<file path="config.mk">
export PLATFORM = sky130hd
export DESIGN_NAME = tilt_complementary_filter
export DESIGN_NICKNAME = d
export VERILOG_FILES = /design/src/hdl/tcf_pkg.sv /design/src/hdl/tcf_cordic.sv /design/src/hdl/tilt_complementary_filter.sv
export SDC_FILE = /design/constraint.sdc
export NUM_CORES = 2
export LEC_CHECK = 0
export BUFFER_PORTS_ARGS = -buffer_cell sky130_fd_sc_hd__buf_2
export CORE_MARGIN = 2
export CORE_UTILIZATION = 55
export CTS_CLUSTER_DIAMETER = 60
export CTS_CLUSTER_SIZE = 14
export DETAILED_ROUTE_END_ITERATION = 8
export GPL_TIMING_DRIVEN = 1
export PLACE_DENSITY_LB_ADDON = 0.2
export SYNTH_ARGS = -nofsm -noshare
export SYNTH_HDL_FRONTEND = slang
export SYNTH_SLANG_ARGS = --single-unit
</file>
<file path="constraint.sdc">
create_clock -name clk -period 10.73 [get_ports clk]
set_input_delay 1.073 -clock clk [delete_from_list [all_inputs] [get_ports clk]]
set_output_delay 1.073 -clock clk [all_outputs]
set_load 0.05 [all_outputs]
</file>
<file path="src/hdl/tcf_pkg.sv">
// Shared types, constants and the CORDIC arctangent table for the tilt filter.
// Used by tcf_cordic, tilt_complementary_filter and its testbench; depends on nothing.
package tcf_pkg;

  localparam int CORDIC_STEPS_DEF = 16;
  localparam int ANGLE_FRAC_DEF   = 8;
  localparam int ZW               = 27;  // CORDIC angle, degrees Q16 incl. +-180 offset
  localparam int XW               = 28;  // CORDIC vector components
  localparam int BLEND_W          = 17;
  localparam int GAIN_W           = 18;
  localparam int PERIOD_W         = 25;

  typedef enum logic [2:0] {
    ST_IDLE,
    ST_CALC,
    ST_PRED,
    ST_LMIX,
    ST_MIX,
    ST_WB
  } state_t;

  typedef enum logic [1:0] {
    REG_BLEND  = 2'd0,
    REG_GAIN   = 2'd1,
    REG_PERIOD = 2'd2
  } reg_idx_t;

  // atan(2^-i) in degrees, Q16
  function automatic logic [21:0] atan_q16(input logic [4:0] i);
    logic [21:0] r;
    case (i)
      5'd0:  r = 22'd2949120;
      5'd1:  r = 22'd1740967;
      5'd2:  r = 22'd919879;
      5'd3:  r = 22'd466945;
      5'd4:  r = 22'd234379;
      5'd5:  r = 22'd117304;
      5'd6:  r = 22'd58666;
      5'd7:  r = 22'd29335;
      5'd8:  r = 22'd14668;
      5'd9:  r = 22'd7334;
      5'd10: r = 22'd3667;
      5'd11: r = 22'd1833;
      5'd12: r = 22'd917;
      5'd13: r = 22'd458;
      5'd14: r = 22'd229;
      5'd15: r = 22'd115;
      5'd16: r = 22'd57;
      5'd17: r = 22'd29;
      5'd18: r = 22'd14;
      5'd19: r = 22'd7;
      5'd20: r = 22'd4;
      5'd21: r = 22'd2;
      5'd22: r = 22'd1;
      default: r = 22'd0;
    endcase
    return r;
  endfunction

endpackage

</file>
<file path="src/hdl/tcf_cordic.sv">
// Iterative vectoring CORDIC: atan2(ax, az) in degrees Q16, one rotation per cycle.
// Depends on tcf_pkg.
module tcf_cordic #(
  parameter int STEPS = tcf_pkg::CORDIC_STEPS_DEF
) (
  input  logic                          clk,
  input  logic                          rst,
  input  logic                          start,
  input  logic signed [15:0]            ax,
  input  logic signed [15:0]            az,
  output logic                          done,
  output logic signed [tcf_pkg::ZW-1:0] z_out
);
  import tcf_pkg::*;

  localparam int IW = $clog2(STEPS);
  localparam logic signed [ZW-1:0] DEG180 = ZW'(180 * 65536);

  logic signed [XW-1:0] x, y, xs, ys, xe, ye;
  logic signed [ZW-1:0] z, at;
  logic [IW-1:0]        i;
  logic                 busy, zero;

  assign xs = x >>> i;
  assign ys = y >>> i;
  assign at = ZW'(atan_q16(5'(i)));
  assign xe = XW'(az);
  assign ye = XW'(ax);
  assign z_out = zero ? '0 : z;

  always_ff @(posedge clk) begin
    if (rst) begin
      busy <= 1'b0;
      done <= 1'b0;
      zero <= 1'b0;
    end else begin
      done <= 1'b0;
      if (start) begin
        busy <= 1'b1;
        i    <= '0;
        zero <= (ax == 16'sd0) && (az == 16'sd0);
        // left half plane: mirror the vector, fold +-180 into z
        if (az < 0) begin
          x <= (-xe) <<< 8;
          y <= (-ye) <<< 8;
          z <= (ax >= 0) ? DEG180 : -DEG180;
        end else begin
          x <= xe <<< 8;
          y <= ye <<< 8;
          z <= '0;
        end
      end else if (busy) begin
        if (y > 0) begin
          x <= x + ys;
          y <= y - xs;
          z <= z + at;
        end else begin
          x <= x - ys;
          y <= y + xs;
          z <= z - at;
        end
        i <= i + 1'b1;
        if (i == IW'(STEPS - 1)) begin
          busy <= 1'b0;
          done <= 1'b1;
        end
      end
    end
  end

endmodule

</file>
<file path="src/hdl/tilt_complementary_filter.sv">
// Top level of the tilt complementary filter.
// Depends on tcf_pkg and tcf_cordic.
//
// Pitch estimator for one accelerometer/gyro sample per input transfer. The gyro
// count is scaled by rate_gain into deg/s Q.8, the accelerometer pitch
// atan2(accel_x, accel_z) comes from an iterative CORDIC, and the two are blended
// as angle = alpha*(angle + rate*period) + (1-alpha)*accel_pitch, all rounding
// half up, angle saturated to +-180 degrees. A sample with read_ok low holds the
// angle and reports zero rate and accel angle. All products go through one
// bit-serial shift-add multiplier that retires one multiplier bit per cycle, in
// order: the gyro scale (run alongside the CORDIC), rate*period, a step that
// loads the blend operands, the blend, then write-back. The next sample is
// accepted once the state machine is back in idle after write-back. A failed
// read skips the multiplier and CORDIC and goes straight to write-back. One
// sample is in flight at a time; the result sits in an output register until
// taken, and write-back waits while that register is full.
module tilt_complementary_filter #(
  parameter int CORDIC_STEPS    = tcf_pkg::CORDIC_STEPS_DEF,
  parameter int ANGLE_FRAC_BITS = tcf_pkg::ANGLE_FRAC_DEF
) (
  input  logic        clk,
  input  logic        rst,
  // config write port
  input  logic        cfg_we,
  input  logic [1:0]  cfg_addr,
  input  logic [24:0] cfg_data,
  // sample stream
  input  logic        s_tvalid,
  output logic        s_tready,
  input  logic [47:0] s_tdata,   // accel_x[15:0], accel_z[31:16], gyro_y[47:32]
  input  logic        s_tuser,   // read_ok
  // result stream
  output logic        m_tvalid,
  input  logic        m_tready,
  output logic [55:0] m_tdata,   // tilt_angle[16:0], accel_tilt[33:17], turn_rate[51:34]
  output logic        m_tuser    // updated
);
  import tcf_pkg::*;

  localparam int F  = ANGLE_FRAC_BITS;
  localparam int AW = F + 10;   // internal angle width
  localparam int PW = 44;       // multiplicand
  localparam int MW = 62;       // accumulator
  localparam logic signed [AW-1:0] LIM      = AW'(180 << F);
  localparam logic signed [MW-1:0] LIM_W    = MW'(LIM);
  localparam logic signed [ZW-1:0] LIM_Z    = ZW'(LIM);
  localparam logic signed [MW-1:0] RATE_MAX = MW'(131071);
  localparam logic signed [MW-1:0] RATE_MIN = -MW'(131072);

  // config registers
  logic [BLEND_W-1:0]  blend_weight;
  logic [GAIN_W-1:0]   rate_gain;
  logic [PERIOD_W-1:0] sample_period;

  always_ff @(posedge clk) begin
    if (rst) begin
      blend_weight  <= BLEND_W'(64225);
      rate_gain     <= GAIN_W'(128072);
      sample_period <= PERIOD_W'(16777);
    end else if (cfg_we) begin
      unique case (cfg_addr)
        REG_BLEND:  blend_weight  <= cfg_data[BLEND_W-1:0];
        REG_GAIN:   rate_gain     <= cfg_data[GAIN_W-1:0];
        REG_PERIOD: sample_period <= cfg_data;
        default: ;
      endcase
    end
  end

  state_t state, state_next;

  logic signed [MW-1:0] acc, acc_next, base, pterm, aterm, addend;
  logic signed [PW-1:0] mcand;
  logic [24:0]          mplier;
  logic [4:0]           cnt;
  logic                 first, mbusy, cdone, ok;
  logic signed [AW-1:0] fa, accang, fa_new, accang_v;
  logic signed [17:0]   rate, rate_v;
  logic signed [MW-1:0] rate_sh, ang_sh, faup, accup;
  logic signed [ZW-1:0] cz, zr;
  logic                 cstart, cfin, step, in_xfer, out_free;
  logic [BLEND_W-1:0]   alpha;

  tcf_cordic #(.STEPS(CORDIC_STEPS)) u_cordic (
    .clk   (clk),
    .rst   (rst),
    .start (cstart),
    .ax    (s_tdata[15:0]),
    .az    (s_tdata[31:16]),
    .done  (cfin),
    .z_out (cz)
  );

  assign s_tready = (state == ST_IDLE);
  assign in_xfer  = s_tvalid && s_tready;
  assign cstart   = in_xfer && s_tuser;
  assign out_free = !m_tvalid || m_tready;
  assign alpha    = blend_weight[BLEND_W-1] ? BLEND_W'(65536) : blend_weight;

  // shared shift-add multiplier, MSB of mplier first; addend folded in on the last bit
  assign step  = (state == ST_CALC && mbusy) || state == ST_PRED || state == ST_MIX;
  assign faup  = MW'(fa) <<< (32 - F);
  assign accup = MW'(accang) <<< (32 - F);

  always_comb begin
    case (state)
      ST_CALC: addend = MW'(1) <<< 15;
      ST_PRED: addend = faup;
      default: addend = (accup <<< 16) + (MW'(1) <<< (47 - F));
    endcase
    base     = first ? '0 : (acc <<< 1);
    pterm    = mplier[24] ? MW'(mcand) : '0;
    aterm    = (cnt == 5'd0) ? addend : '0;
    acc_next = base + pterm + aterm;
  end

  // rounding and saturation of finished products
  always_comb begin
    rate_sh = acc >>> 16;
    if (rate_sh > RATE_MAX)      rate_v = 18'sd131071;
    else if (rate_sh < RATE_MIN) rate_v = -18'sd131072;
    else                         rate_v = 18'(rate_sh);

    ang_sh = acc >>> (48 - F);
    if (ang_sh > LIM_W)       fa_new = LIM;
    else if (ang_sh < -LIM_W) fa_new = -LIM;
    else                      fa_new = AW'(ang_sh);

    zr = (cz + (ZW'(1) <<< (15 - F))) >>> (16 - F);
    if (zr > LIM_Z)       accang_v = LIM;
    else if (zr < -LIM_Z) accang_v = -LIM;
    else                  accang_v = AW'(zr);
  end

  always_comb begin
    state_next = state;
    unique case (state)
      ST_IDLE: if (in_xfer) state_next = s_tuser ? ST_CALC : ST_WB;
      ST_CALC: if (!mbusy && cdone) state_next = ST_PRED;
      ST_PRED: if (cnt == 5'd0) state_next = ST_LMIX;
      ST_LMIX: state_next = ST_MIX;
      ST_MIX:  if (cnt == 5'd0) state_next = ST_WB;
      ST_WB:   if (out_free) state_next = ST_IDLE;
      default: state_next = ST_IDLE;
    endcase
  end

  always_ff @(posedge clk) begin
    if (rst) state <= ST_IDLE;
    else     state <= state_next;
  end

  // datapath
  always_ff @(posedge clk) begin
    if (rst) begin
      mbusy    <= 1'b0;
      cdone    <= 1'b0;
      fa       <= '0;
      m_tvalid <= 1'b0;
    end else begin
      // write-back reloads the output register itself
      if (m_tvalid && m_tready && state != ST_WB) m_tvalid <= 1'b0;
      if (cfin) begin
        cdone  <= 1'b1;
        accang <= accang_v;
      end
      if (step) begin
        acc    <= acc_next;
        mplier <= mplier << 1;
        cnt    <= cnt - 1'b1;
        first  <= 1'b0;
        if (state == ST_CALC && cnt == 5'd0) mbusy <= 1'b0;
      end
      unique case (state)
        ST_IDLE: if (in_xfer) begin
          ok    <= s_tuser;
          cdone <= 1'b0;
          if (s_tuser) begin
            mbusy  <= 1'b1;
            mcand  <= PW'($signed(s_tdata[47:32]));
            mplier <= {rate_gain, 7'b0};
            cnt    <= 5'd17;
            first  <= 1'b1;
          end else begin
            rate   <= '0;
            accang <= '0;
          end
        end
        ST_CALC: if (!mbusy && cdone) begin
          rate   <= rate_v;
          mcand  <= PW'(rate_v);
          mplier <= sample_period;
          cnt    <= 5'd24;
          first  <= 1'b1;
        end
        ST_LMIX: begin
          mcand  <= PW'(acc) - PW'(accup);
          mplier <= {alpha, 8'b0};
          cnt    <= 5'd16;
          first  <= 1'b1;
        end
        ST_WB: if (out_free) begin
          m_tvalid <= 1'b1;
          m_tuser  <= ok;
          if (ok) fa <= fa_new;
          m_tdata  <= {4'b0, rate, 17'(accang), 17'(ok ? fa_new : fa)};
        end
        default: ;
      endcase
    end
  end

`ifndef SYNTHESIS
  a_held_zero: assert property (@(posedge clk) disable iff (rst)
    m_tvalid && !m_tuser |-> m_tdata[51:17] == '0)
    else $error("held sample carries nonzero rate or accel angle");
  a_fail_fast: assert property (@(posedge clk) disable iff (rst)
    in_xfer && !s_tuser |=> state == ST_WB)
    else $error("failed read did not go straight to write-back");
  a_angle_lim: assert property (@(posedge clk) disable iff (rst)
    fa <= LIM && fa >= -LIM)
    else $error("kept angle outside +-180 degrees");
`endif

endmodule

</file>
# [After elaboration in Yosys (flattened, before gate mapping)]
# Memories as Yosys holds them, arrays and structs flattened. A register that Yosys moved wholly into a read port is not among the register bits.
# Index checks and enable logic that the tools add are counted.
# W data, S select, Z words.
[word_totals] reg_bits=401 rom_bits=352 elab_cells=183 mem_count=1
[classes] add_sub_neg=15 n_lt_le_gt_ge=9 eq_ne=16 n_shift=2 n_mux=78 n_bitwise=2 reduce_logical=34
[memory_table] name="(name not given)" depth=16 width=22 read_ports=1 rd_ports_with_merged_regs=1 write_ports=0 line="tcf_pkg.sv:31" rtl="case (i)"
[op_table] operator="$mux W18" count=13
[op_table] operator="$mux W28" count=8
[op_table] operator="$mux W62" count=3
[op_table] operator="$mux W27" count=6
[op_table] operator="$mux W44" count=3
[op_table] operator="$pmux W44 S3" count=1
[op_table] operator="$add A62 B62 Y62" count=2
[op_table] operator="$pmux W62 S2" count=1
[op_table] operator="$mux W25" count=4
[op_table] operator="$pmux W25 S3" count=1
[op_table] operator="$add A58 B41 Y59 const B" count=1
[op_table] operator="$add A28 B28 Y28" count=2
[op_table] operator="$sshr A28 B4 Y28" count=2
[op_table] operator="$sub A28 B28 Y28" count=2
[op_table] operator="$gt A46 B18 Y1 const B" count=1
[op_table] operator="$lt A46 B18 Y1 const B" count=1
[op_table] operator="$sub A44 B42 Y44" count=1
[op_table] operator="$neg A16 Y20" count=2
[op_table] operator="$pmux W18 S2" count=1
[op_table] operator="$mux W17" count=2
[op_table] operator="$logic_not A16 Y1" count=2
[op_table] operator="$gt A28 B1 Y1 const B" count=1
[op_table] operator="$add A27 B23 Y27" count=1
[op_table] operator="$add A27 B9 Y27 const B" count=1
[op_table] operator="other kinds (38)" count=94

# [Longest topological paths before layout]
[logic_depth] ltp_word=9 mapped_depth=25 ltp_nobuf=20

# [Cells and area by module]
# A second synthesis with hierarchy kept.
[hier_totals] hier_cells=3631 area_unflattened_um2=33210.6
[modules_own_cells] mod="tilt_complementary_filter" n_inst=1 cells_each=2039 area_per_inst_um2=19423.6
[modules_own_cells] mod="tcf_cordic" n_inst=1 cells_each=1592 area_per_inst_um2=13787.0

# [Worst setup path before layout]
# Ideal clock, no wire load.
[synth_path] path_type="input to register" from="input port rst" to="register mcand[0] (enable)" arrival_ns=5.760 required_ns=10.175 slack_ns=4.415 cell_stages=3 path_buffers=2 path_cell_list="clkbuf_1 -> buf_1 -> nor4_1"
[synth_via] elab_chain_len=2
[synth_rtl] item="start, declared" line="tilt_complementary_filter.sv:22" rtl="input logic rst,"
[synth_rtl] item="$not A1 Y1 (no line)"
[synth_rtl] item="$reduce_and A5 Y1 (no line)"
[synth_rtl] item="end signal, assigned" line="tilt_complementary_filter.sv:180" rtl="mcand <= PW'($signed(s_tdata[47:32]));"
[synth_rtl] item="end signal, assigned" line="tilt_complementary_filter.sv:191" rtl="mcand <= PW'(rate_v);"
[synth_rtl] item="end signal, assigned" line="tilt_complementary_filter.sv:197" rtl="mcand <= PW'(acc) - PW'(accup);"
[synth_rtl] item="end, declared" line="tilt_complementary_filter.sv:73" rtl="logic signed [PW-1:0] mcand;"
# Every way passes these cells.
# A chain may end at the register's enable or synchronous reset.

# [Worst setup path after layout]
[layout_path] from="register u_cordic.i[1]" to="register u_cordic.x[27], data pin"
[layout_via] elab_chain_len=5
[layout_rtl] item="start, declared" line="tcf_cordic.sv:21" rtl="logic [IW-1:0] i;"
[layout_rtl] item="start signal, assigned" line="tcf_cordic.sv:62" rtl="i <= i + 1'b1;"
[layout_rtl] item="$sshr A28 B4 Y28 *" line="tcf_cordic.sv:25" rtl="assign ys = y >>> i;"
[layout_rtl] item="$sub A28 B28 Y28 or $add A28 B28 Y28 (tied branches)" line="tcf_cordic.sv:58, tcf_cordic.sv:54"
[layout_rtl] item="$mux W28 *" line="tcf_cordic.sv:53" rtl="if (y > 0) begin"
[layout_rtl] item="$mux W28 *" line="tcf_cordic.sv:52" rtl="end else if (busy) begin"
[layout_rtl] item="$mux W28 *" line="tcf_cordic.sv:38" rtl="if (start) begin"
[layout_rtl] item="end signal, assigned" line="tcf_cordic.sv:44" rtl="x <= (-xe) <<< 8;"
[layout_rtl] item="end signal, assigned" line="tcf_cordic.sv:54" rtl="x <= x + ys;"
[layout_rtl] item="end signal, assigned" line="tcf_cordic.sv:58" rtl="x <= x - ys;"
[layout_rtl] item="end, declared" line="tcf_cordic.sv:19" rtl="logic signed [XW-1:0] x, y, xs, ys, xe, ye;"
# Every way passes the cells marked *; elsewhere a longest branch is shown, timed or not. The select of a mux whose other input is x is not followed.

==> flow_summary.ini <==
[logic_synthesis]
synth_top_area_cell = edfxtp_1
synth.most_common_cell = nand2_1
synth-edff-count = 314
netlist.area_leader.share = 0.291
synthTopCellsByCount = nand2_1 (430), edfxtp_1 (314), a21oi_1 (296)
ys_seq_area_frac = 0.358
postSynthAreaPerCell_um2 = 9.22
synth.cell_area_mm2 = 0.0324
ys_top_cells_by_area = edfxtp_1 (29%), ha_1 (7.7%), dfxtp_1 (6.7%)
ys.flop_type = edfxtp_1
yosys.cell_types.count = 98
ys_ff_latch = 423
async_reset_ff_frac = 0
syn_inst = 3512
ys.warnings.count = 0

[floorplan]
die_w_um = 247
start_util = 0.559
rows = 88
io_pins = 140
core-area_mm2 = 0.0579
die-area_mm2 = 0.0609
die_y_um = 247

[placed_design]
gp_congestion = 0.956
io_buffer_count = 135
dp.cells = 4279
hpwl_um = 67200
dp_worst_setup_slack_ns = 4.15

[final_layout]
fin_cells = 4357
area_growth_pct = 8.20
post-route-util = 0.605
fin_nets = 3882
layout-drive-gt1-share = 0.103
antenna_cells_inserted = 0

[sta]
max_freq_ghz = 0.151
finalHoldViolations = 0
layout_min_cycle_time_ns = 6.61
finalClockSkew_ns = 0.0188
maxSlewViolCount = 0
final.setup.tns_ns = 0
setup_slack_ns = 4.12
rsz0062_at_grt = false
worst_pin_slew_ns = 1.22
slew_headroom = 0.186
setup_violations = 0
finalCritPeriodShare = 0.616

[global_routing]
grt_pass1_wl_um = 145000
grt-ovfl-total = 0
grt_use_total = 0.300
grt_max_degree = 79
antenna_found_initial = 0
grt_pass1_vias = 26500

[setup_path]
end_kind = flip-flop
arrival_ns = 6.90
worst-setup-path-type = flip-flop to flip-flop
slowest_delay_ns = 0.83
critPathLaunchType = flip-flop
path_max_fanout = 64
worstPathCellList = buf_4 -> mux4_1 -> mux2_2 -> mux2i_4 -> nand4_1 -> or4_4 -> nor3_4 -> and2_2 -> a41oi_2 -> xor2_1 -> o22ai_1 -> ha_1 -> a21oi_1 -> nand2_1 -> a211oi_1 -> nor3_1 -> a2111oi_0 -> xnor2_1 -> nor2_1
slowest_stage = buf_4
crit_required_ns = 11.02

[route]
vias = 27400
drtAntennaViolNets = 0
viasPerCell = 6.29
totalWireLength_um = 92400
firstDrtPassIters = 6
drc = 0
avgRoutedWirePerCell_um = 21.2
drt_iter0_markers = 2461

[clock_tree]
cts_tree = built
clkSinkCount = 423
clk_pin_slew_ns = 0.07
holdBufCountCts = 0
clock_latency_ns = 0.58
clk_path_buf_depth = 3
cts_buffers = 43
postCtsSetupRepairBufs = 0
ctsResizeCount = 0
htreeDepth = 2
root_buffer = clkbuf_16

[worst_hold_path]
hp-class = flip-flop to flip-flop

[run]
cap_violations = 0

[pwr]
ir_drop_mv = 0.182
p_leak_uw = 0.0141
power.total_uw = 9690
pwr_density_cell_mw_per_mm2 = 277

[status]
outcome = complete, no violations
[cell families (layout without fill, tap and decap cells)]
| logic type | after synthesis | after routing | share of synthesized area |
|---|---|---|---|
| flip-flops | 423 | 423 | 0.358 |
| other | 1 | 4 | 0.000116 |
| buffers and inverters | 326 | 403 | 0.0407 |
| AO/OA/AOI/OAI | 942 | 942 | 0.184 |
| XOR/XNOR | 254 | 254 | 0.0687 |
| adder cells (fa/ha/maj) | 242 | 242 | 0.103 |
| multiplexers | 151 | 151 | 0.0715 |
| AND/OR/NAND/NOR | 1173 | 1173 | 0.173 |
[cells in the final DEF (no fill, tap or decap), types with 40 or more instances in the layout]
cell / Yosys / layout
nand2_1: 430 / 430
edfxtp_1: 314 / 314
a21oi_1: 296 / 295
nor2_1: 243 / 239
o21ai_0: 220 / 220
ha_1: 199 / 199
xnor2_1: 147 / 147
inv_1: 146 / 144
buf_2: 12 / 135
dfxtp_1: 109 / 109
xor2_1: 107 / 107
nand3_1: 83 / 82
nor2b_1: 78 / 78
a21o_1: 75 / 75
mux2i_1: 66 / 66
mux4_2: 57 / 57
and2_1: 56 / 56
nand2b_1: 52 / 52
nor3_1: 53 / 52
clkbuf_16: 0 / 47
fa_1: 43 / 43
o21a_1: 41 / 41
buf_4: 11 / 40
[where the power goes]
| part | internal [µW] | switching, µW | total (µW) |
|---|---|---|---|
| Combinational | 2230 | 3090 | 5320 |
| Clock | 840 | 692 | 1530 |
| Sequential | 2410 | 427 | 2840 |
[metal layers]
metal  part of all wire  track usage  wire [µm]  vias to the layer above
met1               0.43        0.405      39300                    13300
li1                   -            -          -                    12900
met5                  0            0          0                        -
met4              0.031       0.0914       2820                        0
met2               0.48        0.508      44700                     1001
met3              0.060       0.0318       5530                      162
[worst max-delay path: cells and delay by family, from the launching register on]
kind	cells	cell delay (ns)
AOI/OAI and AO/OA	5	1.40
xor gates and xnor gates	2	0.34
adders and majority gates	1	0.30
buffers and inverters	1	0.83
DFF	1	0.76
muxes	3	1.26
and+or+nand+nor	7	1.41
[layout make-up]
class                      instances  area (µm²)
fill                            5068       22900
multi-input combinational       2766       19500
sequential                       423       11600
clock buffer                      64        1280
timing repair buffer             175         976
tap                              765         957
inverter                         150         564
clock inverter                    14         121
[sequential cells by signal (all words and copies together), names as in the netlist, 3 cells and up]
name           cells
acc               62
m_tdata           52
mcand             44
u_cordic.x        28
u_cordic.y        28
u_cordic.z        27
mplier            25
sample_period     25
u_cordic.at       22
accang            18
fa                18
rate              18
rate_gain         18
blend_weight      17
cnt                5
u_cordic.i         4
state              3
[stage by stage]
step / instance area [µm²] / hold WS, ns
finish: 35100 / 0.419
global route: 35100 / 0.424
CTS: 35100 / 0.416
detailed placement: 33700 / 0.406
global placement: 33700 / 0.400
floorplan: 32400 / 0.400
[path summary, 6_finish.rpt]
check	from	endpoint	slack [ns]	cells past startpoint
worst max-delay path	u_cordic.i[1]	u_cordic.x[27]	4.12	19
worst min register to register	rate[1]	m_tdata[35]	0.42	0
worst max register to register	u_cordic.i[1]	u_cordic.x[27]	4.12	19
worst min-delay path	rate[1]	m_tdata[35]	0.42	0
(Power assumes the default switching activity.)
